==> src/hw/rtl/cdsc_pkg.sv <==
// ----------------------------------------------------------------------------
// Calendar date step counter package
// Shared types, command codes and calendar helper functions.
// ----------------------------------------------------------------------------
package cdsc_pkg;

    localparam logic [13:0] MaxYear     = 14'd9999;
    localparam logic [13:0] DefaultYear = 14'd1900;
    localparam logic [3:0]  MonthJan    = 4'd1;
    localparam logic [3:0]  MonthFeb    = 4'd2;
    localparam logic [3:0]  MonthDec    = 4'd12;
    localparam logic [4:0]  DayFirst    = 5'd1;
    localparam logic [4:0]  DecLength   = 5'd31;
    localparam logic [12:0] Recip100    = 13'd5243;

    typedef enum logic [1:0] {
        MODE_LOAD = 2'd0,
        MODE_ADD  = 2'd1,
        MODE_SUB  = 2'd2,
        MODE_CMP  = 2'd3
    } t_mode;

    typedef enum logic [1:0] {
        ST_IDLE,
        ST_RUN,
        ST_DONE
    } t_state;

    typedef struct packed {
        t_mode       mode;
        logic [13:0] in_year;
        logic [3:0]  in_month;
        logic [4:0]  in_day;
        logic [15:0] day_count;
    } t_req;

    typedef struct packed {
        logic [13:0] out_year;
        logic [3:0]  out_month;
        logic [4:0]  out_day;
        logic        stored_greater;
        logic        dates_equal;
        logic        load_rejected;
    } t_rsp;

    typedef struct packed {
        logic capture;
        logic step;
        logic finish;
    } t_cmd;

    typedef struct packed {
        logic run_done;
        logic out_free;
    } t_status;

    // The year is scaled by 2^19/100. A multiple of 100 leaves a fraction
    // below 2^12, any other year leaves one above it, and the integer part
    // is the quotient by 100.
    function automatic logic f_is_leap(input logic [13:0] year);
        logic [26:0] prod;
        logic        div100;
        prod   = 27'(year) * 27'(Recip100);
        div100 = (prod[18:12] == 7'd0);
        return div100 ? (prod[20:19] == 2'd0) : (year[1:0] == 2'd0);
    endfunction

    function automatic logic [4:0] f_month_len(input logic leap, input logic [3:0] month);
        logic [4:0] len;
        case (month)
            4'd1, 4'd3, 4'd5, 4'd7, 4'd8, 4'd10, 4'd12: len = 5'd31;
            4'd4, 4'd6, 4'd9, 4'd11:                     len = 5'd30;
            MonthFeb:                                    len = leap ? 5'd29 : 5'd28;
            default:                                     len = 5'd0;
        endcase
        return len;
    endfunction

endpackage

==> src/hw/rtl/cdsc_req_if.sv <==
// ----------------------------------------------------------------------------
// Calendar date step counter request channel
// Valid/ready channel that carries one command request.
// ----------------------------------------------------------------------------
interface cdsc_req_if;
    logic          valid;
    logic          ready;
    cdsc_pkg::t_req data;

    modport source (output valid, output data, input ready);
    modport sink   (input valid, input data, output ready);
endinterface

==> src/hw/rtl/cdsc_rsp_if.sv <==
// ----------------------------------------------------------------------------
// Calendar date step counter response channel
// Valid/ready channel that carries one command result.
// ----------------------------------------------------------------------------
interface cdsc_rsp_if;
    logic          valid;
    logic          ready;
    cdsc_pkg::t_rsp data;

    modport source (output valid, output data, input ready);
    modport sink   (input valid, input data, output ready);
endinterface

==> src/hw/rtl/cdsc_ctrl.sv <==
// ----------------------------------------------------------------------------
// Calendar date step counter controller
// Sequences capture, day stepping and result write for one request.
// ----------------------------------------------------------------------------
module cdsc_ctrl (
    input  logic              i_clk,
    input  logic              i_rst_n,
    input  logic              i_req_valid,
    output logic              o_req_ready,
    input  cdsc_pkg::t_status i_status,
    output cdsc_pkg::t_cmd    o_cmd
);
    import cdsc_pkg::*;

    t_state r_state;
    t_state n_state;

    always_ff @(posedge i_clk) begin
        if (!i_rst_n) begin
            r_state <= ST_IDLE;
        end else begin
            r_state <= n_state;
        end
    end

    always_comb begin
        n_state = r_state;
        case (r_state)
            ST_IDLE: begin
                if (i_req_valid) begin
                    n_state = ST_RUN;
                end
            end
            ST_RUN: begin
                if (i_status.run_done) begin
                    n_state = ST_DONE;
                end
            end
            ST_DONE: begin
                if (i_status.out_free) begin
                    n_state = ST_IDLE;
                end
            end
            default: n_state = ST_IDLE;
        endcase
    end

    always_comb begin
        o_req_ready = 1'b0;
        o_cmd       = '0;
        case (r_state)
            ST_IDLE: begin
                o_req_ready   = 1'b1;
                o_cmd.capture = i_req_valid;
            end
            ST_RUN: begin
                o_cmd.step = !i_status.run_done;
            end
            ST_DONE: begin
                o_cmd.finish = i_status.out_free;
            end
            default: o_req_ready = 1'b0;
        endcase
    end

endmodule

==> src/hw/rtl/cdsc_datapath.sv <==
// ----------------------------------------------------------------------------
// Calendar date step counter datapath
// Date registers, day counter, one-day step unit and result register.
// ----------------------------------------------------------------------------
module cdsc_datapath #(
    parameter int COUNT_WIDTH = 16
) (
    input  logic              i_clk,
    input  logic              i_rst_n,
    input  cdsc_pkg::t_cmd    i_cmd,
    output cdsc_pkg::t_status o_status,
    input  cdsc_pkg::t_req    i_req_data,
    output cdsc_pkg::t_rsp    o_rsp_data,
    output logic              o_rsp_valid,
    input  logic              i_rsp_ready
);
    import cdsc_pkg::*;

    localparam int ExtWidth = (COUNT_WIDTH > 16) ? COUNT_WIDTH : 16;

    t_req                   r_in;
    logic [COUNT_WIDTH-1:0] r_count;
    logic [13:0]            r_year;
    logic [3:0]             r_month;
    logic [4:0]             r_day;
    t_rsp                   r_rsp;
    logic                   r_rsp_valid;

    logic [13:0]   n_year;
    logic [3:0]    n_month;
    logic [4:0]    n_day;
    t_rsp          n_rsp;
    logic [ExtWidth-1:0] count_ext;
    logic          cur_leap;
    logic          in_leap;
    logic [4:0]    cur_len;
    logic [4:0]    prev_len;
    logic          load_ok;
    logic          stepping;
    logic          greater;
    logic          equal;

    assign count_ext = ExtWidth'(i_req_data.day_count);
    assign cur_leap  = f_is_leap(r_year);
    assign in_leap   = f_is_leap(r_in.in_year);
    assign cur_len   = f_month_len(cur_leap, r_month);
    assign prev_len  = f_month_len(cur_leap, r_month - 4'd1);
    assign stepping  = (r_in.mode == MODE_ADD) || (r_in.mode == MODE_SUB);

    assign load_ok = (r_in.in_year <= MaxYear) && (r_in.in_month >= MonthJan)
                     && (r_in.in_month <= MonthDec) && (r_in.in_day >= DayFirst)
                     && (r_in.in_day <= f_month_len(in_leap, r_in.in_month));

    assign o_status.run_done = !stepping || (r_count == '0);
    assign o_status.out_free = !r_rsp_valid || i_rsp_ready;

    always_comb begin
        greater = 1'b0;
        equal   = 1'b0;
        if (r_year != r_in.in_year) begin
            greater = r_year > r_in.in_year;
        end else if (r_month != r_in.in_month) begin
            greater = r_month > r_in.in_month;
        end else if (r_day != r_in.in_day) begin
            greater = r_day > r_in.in_day;
        end else begin
            equal = 1'b1;
        end
    end

    always_comb begin
        n_year  = r_year;
        n_month = r_month;
        n_day   = r_day;
        if (i_cmd.step) begin
            if (r_in.mode == MODE_ADD) begin
                if (r_day < cur_len) begin
                    n_day = r_day + 5'd1;
                end else begin
                    n_day = DayFirst;
                    if (r_month < MonthDec) begin
                        n_month = r_month + 4'd1;
                    end else begin
                        n_month = MonthJan;
                        n_year  = (r_year == MaxYear) ? 14'd0 : r_year + 14'd1;
                    end
                end
            end else begin
                if (r_day > DayFirst) begin
                    n_day = r_day - 5'd1;
                end else if (r_month > MonthJan) begin
                    n_month = r_month - 4'd1;
                    n_day   = prev_len;
                end else begin
                    n_month = MonthDec;
                    n_day   = DecLength;
                    n_year  = (r_year == 14'd0) ? MaxYear : r_year - 14'd1;
                end
            end
        end else if (i_cmd.finish && (r_in.mode == MODE_LOAD)) begin
            if (load_ok) begin
                n_year  = r_in.in_year;
                n_month = r_in.in_month;
                n_day   = r_in.in_day;
            end else begin
                n_year  = DefaultYear;
                n_month = MonthJan;
                n_day   = DayFirst;
            end
        end
    end

    always_comb begin
        n_rsp.out_year       = n_year;
        n_rsp.out_month      = n_month;
        n_rsp.out_day        = n_day;
        n_rsp.stored_greater = (r_in.mode == MODE_CMP) && greater;
        n_rsp.dates_equal    = (r_in.mode == MODE_CMP) && equal;
        n_rsp.load_rejected  = (r_in.mode == MODE_LOAD) && !load_ok;
    end

    always_ff @(posedge i_clk) begin
        if (!i_rst_n) begin
            r_year      <= DefaultYear;
            r_month     <= MonthJan;
            r_day       <= DayFirst;
            r_count     <= '0;
            r_rsp_valid <= 1'b0;
        end else begin
            r_year  <= n_year;
            r_month <= n_month;
            r_day   <= n_day;
            if (i_cmd.capture) begin
                r_count <= count_ext[COUNT_WIDTH-1:0];
            end else if (i_cmd.step) begin
                r_count <= r_count - COUNT_WIDTH'(1);
            end
            if (i_cmd.finish) begin
                r_rsp_valid <= 1'b1;
            end else if (i_rsp_ready) begin
                r_rsp_valid <= 1'b0;
            end
        end
    end

    always_ff @(posedge i_clk) begin
        if (i_cmd.capture) begin
            r_in <= i_req_data;
        end
        if (i_cmd.finish) begin
            r_rsp <= n_rsp;
        end
    end

    assign o_rsp_data  = r_rsp;
    assign o_rsp_valid = r_rsp_valid;

endmodule

==> src/hw/rtl/calendar_date_step_counter.sv <==
// ----------------------------------------------------------------------------
// Calendar date step counter
// Gregorian date register that loads, steps forward or back, and compares.
// ----------------------------------------------------------------------------
//   Channel   Direction   Carries
//   i_req     in          mode, in_year, in_month, in_day, day_count
//   o_rsp     out         out_year, out_month, out_day, three flags
//
// A load or compare goes from idle, which accepts the request, through run to
// done, which writes the result register and returns to idle for the next
// request. An add or subtract stays in run to move the date N days, where N is
// the low COUNT_WIDTH bits of day_count, since the step unit moves one day per cycle.
// A request is accepted while the previous result still waits in the output
// register; the new result is written only once that register is free.
// Reset sets the date to 1900-01-01 and empties the output register.
// ----------------------------------------------------------------------------
module calendar_date_step_counter #(
    parameter int COUNT_WIDTH = 16
) (
    input  logic       i_clk,
    input  logic       i_rst_n,
    cdsc_req_if.sink   i_req,
    cdsc_rsp_if.source o_rsp
);
    import cdsc_pkg::*;

    t_cmd    cmd;
    t_status status;

    cdsc_ctrl u_ctrl (
        .i_clk       (i_clk),
        .i_rst_n     (i_rst_n),
        .i_req_valid (i_req.valid),
        .o_req_ready (i_req.ready),
        .i_status    (status),
        .o_cmd       (cmd)
    );

    cdsc_datapath #(
        .COUNT_WIDTH (COUNT_WIDTH)
    ) u_datapath (
        .i_clk       (i_clk),
        .i_rst_n     (i_rst_n),
        .i_cmd       (cmd),
        .o_status    (status),
        .i_req_data  (i_req.data),
        .o_rsp_data  (o_rsp.data),
        .o_rsp_valid (o_rsp.valid),
        .i_rsp_ready (o_rsp.ready)
    );

endmodule

==> src/flat_wrapper.sv <==
// flat-port wrapper written by rule: the top's interface ports become plain ports
module calendar_date_step_counter_flat import cdsc_pkg::*;
#(
    parameter int COUNT_WIDTH = 16
)
  (i_clk, i_rst_n, i_req_valid, i_req_data, i_req_ready, o_rsp_valid, o_rsp_data, o_rsp_ready);
  cdsc_req_if i_req_i ();
  cdsc_rsp_if o_rsp_i ();
  input  logic i_clk;
  input  logic i_rst_n;
  input wire logic [$bits(i_req_i.valid)-1:0] i_req_valid;
  input wire logic [$bits(i_req_i.data)-1:0] i_req_data;
  output wire logic [$bits(i_req_i.ready)-1:0] i_req_ready;
  output wire logic [$bits(o_rsp_i.valid)-1:0] o_rsp_valid;
  output wire logic [$bits(o_rsp_i.data)-1:0] o_rsp_data;
  input wire logic [$bits(o_rsp_i.ready)-1:0] o_rsp_ready;
  assign i_req_i.valid = i_req_valid;
  assign i_req_i.data = i_req_data;
  assign i_req_ready = i_req_i.ready;
  assign o_rsp_valid = o_rsp_i.valid;
  assign o_rsp_data = o_rsp_i.data;
  assign o_rsp_i.ready = o_rsp_ready;
  calendar_date_step_counter #(.COUNT_WIDTH(COUNT_WIDTH)) u_core (.i_clk(i_clk), .i_rst_n(i_rst_n), .i_req(i_req_i), .o_rsp(o_rsp_i));
endmodule
==> config.mk <==
export PLATFORM = sky130hd
export DESIGN_NAME = calendar_date_step_counter_flat
export DESIGN_NICKNAME = d
export VERILOG_FILES = /design/src/hw/rtl/cdsc_pkg.sv /design/src/hw/rtl/cdsc_req_if.sv /design/src/hw/rtl/cdsc_rsp_if.sv /design/src/hw/rtl/cdsc_ctrl.sv /design/src/hw/rtl/cdsc_datapath.sv /design/src/hw/rtl/calendar_date_step_counter.sv /design/src/flat_wrapper.sv
export SDC_FILE = /design/constraint.sdc
export NUM_CORES = 1
export LEC_CHECK = 0
export BUFFER_PORTS_ARGS = -buffer_cell sky130_fd_sc_hd__buf_2
export CORE_MARGIN = 4
export CORE_UTILIZATION = 35
export CTS_CLUSTER_DIAMETER = 150
export DETAILED_ROUTE_END_ITERATION = 10
export PLACE_DENSITY_LB_ADDON = 0.08
export SYNTH_ARGS = -nofsm -noshare
export SYNTH_HDL_FRONTEND = slang
export SYNTH_SLANG_ARGS = --single-unit
==> constraint.sdc <==
create_clock -name i_clk -period 11.58 [get_ports i_clk]
set_clock_uncertainty 0.2 [all_clocks]
set_input_delay 2.316 -clock i_clk [delete_from_list [all_inputs] [get_ports i_clk]]
set_output_delay 2.316 -clock i_clk [all_outputs]
set_load 0.02 [all_outputs]
# Word level (Yosys, flattened, before mapping)
# Index checks and enable logic that the tools add are counted.
# Widths: inputs -> output; s select.
[word_totals] reg_bits=93 inputBits=45 output_inout_bits=28 wordCells=169
[classes] n_addsub=7 n_mul=2 magnitude_cmp=12 eq_ne=48 n_mux=50 n_reduce_logical=34
[ops] operator="$mux 14" count=10
[ops] operator="$eq 4x4->1 const B" count=15
[ops] operator="$eq 4x3->1 const B" count=12
[ops] operator="$pmux 5 s3" count=3
[ops] operator="$mul 14x13->21 const B" count=2
[ops] operator="$mux 5" count=7
[ops] operator="$mux 16" count=2
[ops] operator="$mux 4" count=8
[ops] operator="$eq 4x2->1 const B" count=6
[ops] operator="$reduce_or 7->1" count=3
[ops] operator="$logic_not 16->1" count=1
[ops] operator="$mux 1" count=16
[ops] operator="$sub 16x1->16 const B" count=1
[ops] operator="$add 14x1->14 const B" count=1
[ops] operator="$eq 14x14->1 const B" count=1
[ops] operator="$gt 14x14->1" count=1
[ops] operator="$le 14x14->1 const B" count=1
[ops] operator="$logic_not 14->1" count=1
[ops] operator="$logic_not 7->1" count=2
[ops] operator="$ne 14x14->1" count=1
[ops] operator="$sub 14x1->14 const B" count=1
[ops] operator="$eq 4x1->1 const B" count=3
[ops] operator="$logic_not 2->1" count=6
[ops] operator="$reduce_or 4->1" count=3
[ops] operator="26 further kinds" count=46

# Depth between registers and ports, before layout
[depth] ltp_word=10 mapped_depth=32 ltp_nobuf=31

# By module
# From an unflattened synthesis, not the netlist that was laid out.
[unflattened] hier_cells=1362 hier_area_um2=12570.8
[by_module_without_submodules] mod="cdsc_datapath" n_inst=1 cells_each=1349 area_per_inst_um2=12456.9 seq_area_each_um2=2332.2
[by_module_without_submodules] mod="cdsc_ctrl" n_inst=1 cells_each=13 area_per_inst_um2=113.9 seq_area_each_um2=40.0

# Worst setup path before layout
# No wires, ideal clock.
[synth_timing] path_kind="reg2reg" startpoint="register u_core.u_datapath.r_in[33] in the netlist's numbering" endpoint="register u_core.u_datapath.r_year[7]" setup_ns=0.103 arrival_time_ns=7.646 required_time_ns=11.277 slack_ns=3.630 path_stages_with_launch=32 n_path_buf=1 period_less_slack_ns=7.950 path_cell_list="edfxtp_1 -> ha_1 -> inv_1 -> fa_1 -> inv_1 -> fa_1 -> inv_1 -> fa_1 -> fa_1 -> inv_1 -> ha_1 -> nand2_1 -> a21oi_1 -> a221oi_1 -> o21ai_1 -> a41oi_1 -> a21oi_1 -> or3_1 -> a2111oi_0 -> mux2i_1 -> o41ai_1 -> ha_1 -> nor2b_1 -> o21a_1 -> o21a_1 -> o21a_1 -> o22ai_1 -> and2_1 -> clkbuf_1 -> a311oi_1 -> or4_4 -> a2111oi_2"
[synth_via] elab_chain_cells=10 elab_cells_between_ends=15 classes_between="mul: 1; order compare: 2; mux: 6; reduce/logical: 6"
[synth_rtl] item="start, declared" line="cdsc_datapath.sv:21" rtl="t_req r_in;"
[synth_rtl] item="start signal, assigned" line="cdsc_datapath.sv:148" rtl="r_in <= i_req_data;"
[synth_rtl] item="$mul 14x13->21" line="cdsc_pkg.sv:63" rtl="prod = 27'(year) * 27'(Recip100);"
[synth_rtl] item="$logic_not 7->1 or $logic_not 2->1 (tied branches)" line="cdsc_pkg.sv:64, cdsc_pkg.sv:65"
[synth_rtl] item="$mux 1" line="cdsc_pkg.sv:65" rtl="return div100 ? (prod[20:19] == 2'd0) : (year[1:0] == 2'd0);"
[synth_rtl] item="$mux 1" line="cdsc_pkg.sv:73" rtl="MonthFeb: len = leap ? 5'd29 : 5'd28;"
[synth_rtl] item="$pmux 5 s3" line="cdsc_pkg.sv:70" rtl="case (month)"
[synth_rtl] item="$le 5x5->1" line="cdsc_datapath.sv:52" rtl="&& (r_in.in_day <= f_month_len(in_leap, r_in.in_month));"
[synth_rtl] item="$logic_and 1x1->1 (*)" line="cdsc_datapath.sv:52"
[synth_rtl] item="$mux 14 (*)" line="cdsc_datapath.sv:101" rtl="if (load_ok) begin"
[synth_rtl] item="$mux 14 (*)" line="cdsc_datapath.sv:100" rtl="end else if (i_cmd.finish && (r_in.mode == MODE_LOAD)) begin"
[synth_rtl] item="$mux 14 (*)" line="cdsc_datapath.sv:75" rtl="if (i_cmd.step) begin"
[synth_rtl] item="end signal, assigned" line="cdsc_datapath.sv:124" rtl="r_year <= DefaultYear;"
[synth_rtl] item="end signal, assigned" line="cdsc_datapath.sv:130" rtl="r_year <= n_year;"
[synth_rtl] item="end, declared" line="cdsc_datapath.sv:23" rtl="logic [13:0] r_year;"
# Mark *: on every way between the ends. The rest lies on a longest branch, timed or not.
# A chain may end at the register's enable or synchronous reset.

# Final worst setup path
[layout_timing] startpoint="register u_core.u_datapath.r_in[35] in the netlist's numbering" endpoint="register u_core.u_datapath.r_year[7]"
# Same word-level chain as after synthesis.

==> run summary <==
Post-synthesis sequential area ratio: 18.7%
RR Startpoint: u_core.u_datapath.r_in[35]
TNS Setup: 0 ns
Antenna diode count: 0
TritonCTS clock tree: done
Congestion Overflow GR: 0
Total length of routed wires: 36900 um
Detailed-router iteration count before antenna repair: 5
Gpl congestion: 0.854
IO Port Bufs: 72
Vias per cell: 5.21
Row cnt: 69
Worst-Margin Slew: 0.991 ns
Cts repair resizes: 0
Worst-path clk slew: 0.08 ns
End of the worst hold path: u_core.u_datapath.r_count[15]
LEAKAGE: 0.00656 uW
Synth unique cells: 77
DR iter-0 viols: 592
Largest net degree at the start of global routing: 41
Post-Syn Area: 12700 um^2
Vias in the first global route: 10000
Finished Cell Area: 13900 um^2
Ranking of synthesized cells by area: ha_1 22%, fa_1 19%, edfxtp_1 12%
Hold_sp: u_core.u_datapath.r_count[15]
Hold buffer count at CTS: 0
Fmax: 111 MHz
Starting Density: 35.6%
P per Cell Area: 243 nW/um^2
Critical Path RT: 11.65 ns
Synth Flop Type: edfxtp_1
Clock latency on the worst-skew pair: 0.37 ns
Max-cap violations: 0
Wire per inst: 19.4 um
Worst VDD drop: 0.000173 V
Final hold viol count: 0
Fraction of layout cells with a size suffix above 1: 8.19%
Slew headroom: 33.9%
Tmin final: 9.02 ns
Worst setup margin: 2.56 ns
Hold path depth: 1
Final Power: 3360 uW
Htree depth: 3
Vias post-DR: 9898
Gr usage total: 19.3%
Root Driver: clkbuf_16
Critical path data arrival time: 9.09 ns
First-pass GRT wire length: 58700 um
HPWL after DPL: 29700 um
Synth top area share: 22.3%
Post-Place Cells: 1885
YS warnings: 0
Crit path largest cell delay: 0.64 ns
Num CTS Buffers: 9
Nets@finish: 1828
Final cell count without fillers: 1901
# Post-CTS Setup Buffers: 0
Path type of the worst setup path: reg -> reg
Worst setup EP type: flop
Worst r2r path cells: 30
I/O pin count: 73
Worst min path class: reg -> reg
Setup WS pre-CTS: 2.50 ns
Initial antenna violation count: 0
Dominant cell type by area after synthesis: ha_1
R2r setup slk: 2.56 ns
Period utilization: 77.9%
Ys async rst share: 0%
Crit-path slowest cell: edfxtp_1
Worst R2R End: u_core.u_datapath.r_year[7]
Area growth, synth to finish: 9.32%
Cell Area, Placed: 13600 um^2
Synth Register Bits: 93
Max-slew violations: 0
Synth Area per Inst: 9.19 um^2
Number of synthesized flops with an enable pin: 51
Die W: 198 um
Core Region: 35700 um^2
Final setup fails: 0
Routed Antenna Nets: 0
Max Root-Sink Buffers: 2
Die H: 198 um
Syn nets: 1772
Die area: 39300 um^2
Worst-path fanout max: 10
Drt drc: 0
Startpoint Class: flop
RSZ-0062 raised after global routing: no
Sink Count: 93
Status: finished clean
FILL cells: 3670
Syn Inst Count: 1379
report_power, final:
group	leakage [uW]	internal, uW	switching, uW	total, uW
sequential	0.000814	378	48.7	427
combinational	0.00560	1060	1560	2620
clock	0.000152	163	151	314
synthesized netlist by cell type (all sizes together), types with 3 or more instances:
| library cell | instances |
|---|---|
| o221ai | 3 |
| o311ai | 5 |
| nor2 | 69 |
| o41ai | 3 |
| and3 | 11 |
| nand3 | 42 |
| a21boi | 3 |
| and2 | 14 |
| or3 | 7 |
| o21ai | 41 |
| o211ai | 15 |
| a21o | 9 |
| a31oi | 13 |
| o21a | 12 |
| nand4 | 20 |
| clkbuf | 34 |
| nand2b | 10 |
| mux2i | 4 |
| a211oi | 23 |
| o31ai | 16 |
| xnor2 | 21 |
| nor4 | 5 |
| o2111ai | 4 |
| a221oi | 5 |
| nor3 | 33 |
| buf | 3 |
| xor2 | 14 |
| a21oi | 63 |
| nor2b | 13 |
| o22ai | 6 |
| fa | 122 |
| edfxtp | 51 |
| or2 | 7 |
| or4 | 9 |
| nor3b | 3 |
| a311oi | 11 |
| a2111oi | 4 |
| nand2 | 69 |
| ha | 226 |
| o31a | 7 |
| inv | 271 |
| o21bai | 5 |
| dfxtp | 42 |
kinds of logic after synthesis:
group	after synthesis	synth area share, %
buf+inv	308	9.13
xor+xnor	35	2.42
simple gates	319	12.9
fa+ha+maj	348	41.6
mux	6	0.523
flops	93	18.7
compound gates	270	14.8
area by class of cell:
cell class	instances	area, um^2	share of cell area, %
Tap cell	461	577	4.16
Clock inverter	6	51.3	0.370
Sequential cell	93	2370	17.1
Clock buffer	10	250	1.81
Inverter	271	1020	7.34
Multi-Input combinational cell	978	9150	66.1
Timing Repair Buffer	82	435	3.14
registers in the layout (all words and copies together), names as in the netlist:
register                       count
u_core.u_datapath.o_rsp_data      26
u_core.u_datapath.r_in            25
u_core.u_datapath.r_count         16
u_core.u_datapath.r_year          14
u_core.u_datapath.r_day            5
u_core.u_datapath.r_month          4
u_core.u_ctrl.r_state              2
u_core.u_datapath.o_rsp_valid      1
how the worst max path moves through the flow:
stage                                           from                           to  slack (ns)  cells past startpoint
after floorplan           u_core.u_datapath.r_in[33]  u_core.u_datapath.r_year[7]        3.63                     31
after global placement    u_core.u_datapath.r_in[35]  u_core.u_datapath.r_year[7]        2.67                     30
after detailed placement  u_core.u_datapath.r_in[35]  u_core.u_datapath.r_year[7]        2.50                     30
after CTS                 u_core.u_datapath.r_in[35]  u_core.u_datapath.r_year[7]        2.49                     30
after global routing      u_core.u_datapath.r_in[35]  u_core.u_datapath.r_year[7]        1.80                     30
final                     u_core.u_datapath.r_in[35]  u_core.u_datapath.r_year[7]        2.56                     30
cell usage in the layout, fill, tap and decap left out, drive strengths merged, types with 9 or more instances in the layout:
cell type / Yosys / final
nor2: 69 / 69
and3: 11 / 11
dfxtp: 42 / 42
xnor2: 21 / 21
a211oi: 23 / 23
a21oi: 63 / 63
edfxtp: 51 / 51
and2: 14 / 14
nor2b: 13 / 13
o31ai: 16 / 16
o21ai: 41 / 41
nand2b: 10 / 10
ha: 226 / 226
xor2: 14 / 14
a31oi: 13 / 13
a21o: 9 / 9
clkbuf: 34 / 10
nand2: 69 / 69
nor3: 33 / 33
nand4: 20 / 20
o211ai: 15 / 15
a311oi: 11 / 11
o21a: 12 / 12
fa: 122 / 122
nand3: 42 / 42
buf: 3 / 82
inv: 271 / 275
or4: 9 / 9
stage by stage:
| step | utilization, % | hold WS (ns) |
|---|---|---|
| 3_5_place_dp | 38.0 | 0.272 |
| 3_3_place_gp | 38.0 | 0.270 |
| 4_1_cts | 38.9 | 0.287 |
| 6_report | 38.9 | 0.287 |
| 2_1_floorplan | - | 0.247 |
| 5_1_grt | 38.9 | 0.321 |
critical path, delay by kind of cell, from the launching register on:
kind	cells	cell delay, ns
compound gates	13	3.32
fa+ha+maj	7	2.96
simple gates	5	1.44
flops	1	0.64
buf+inv	4	0.20
mux	1	0.16
metal layers:
layer	global-route usage (%)	routed length, um	vias to the layer above
met3	1.94	1000	30
met1	28.5	18600	4828
met4	3.93	586	0
met2	30.7	16700	184
li1	-	-	4856
met5	0	0	-
Power figures use the tool's default switching activity.
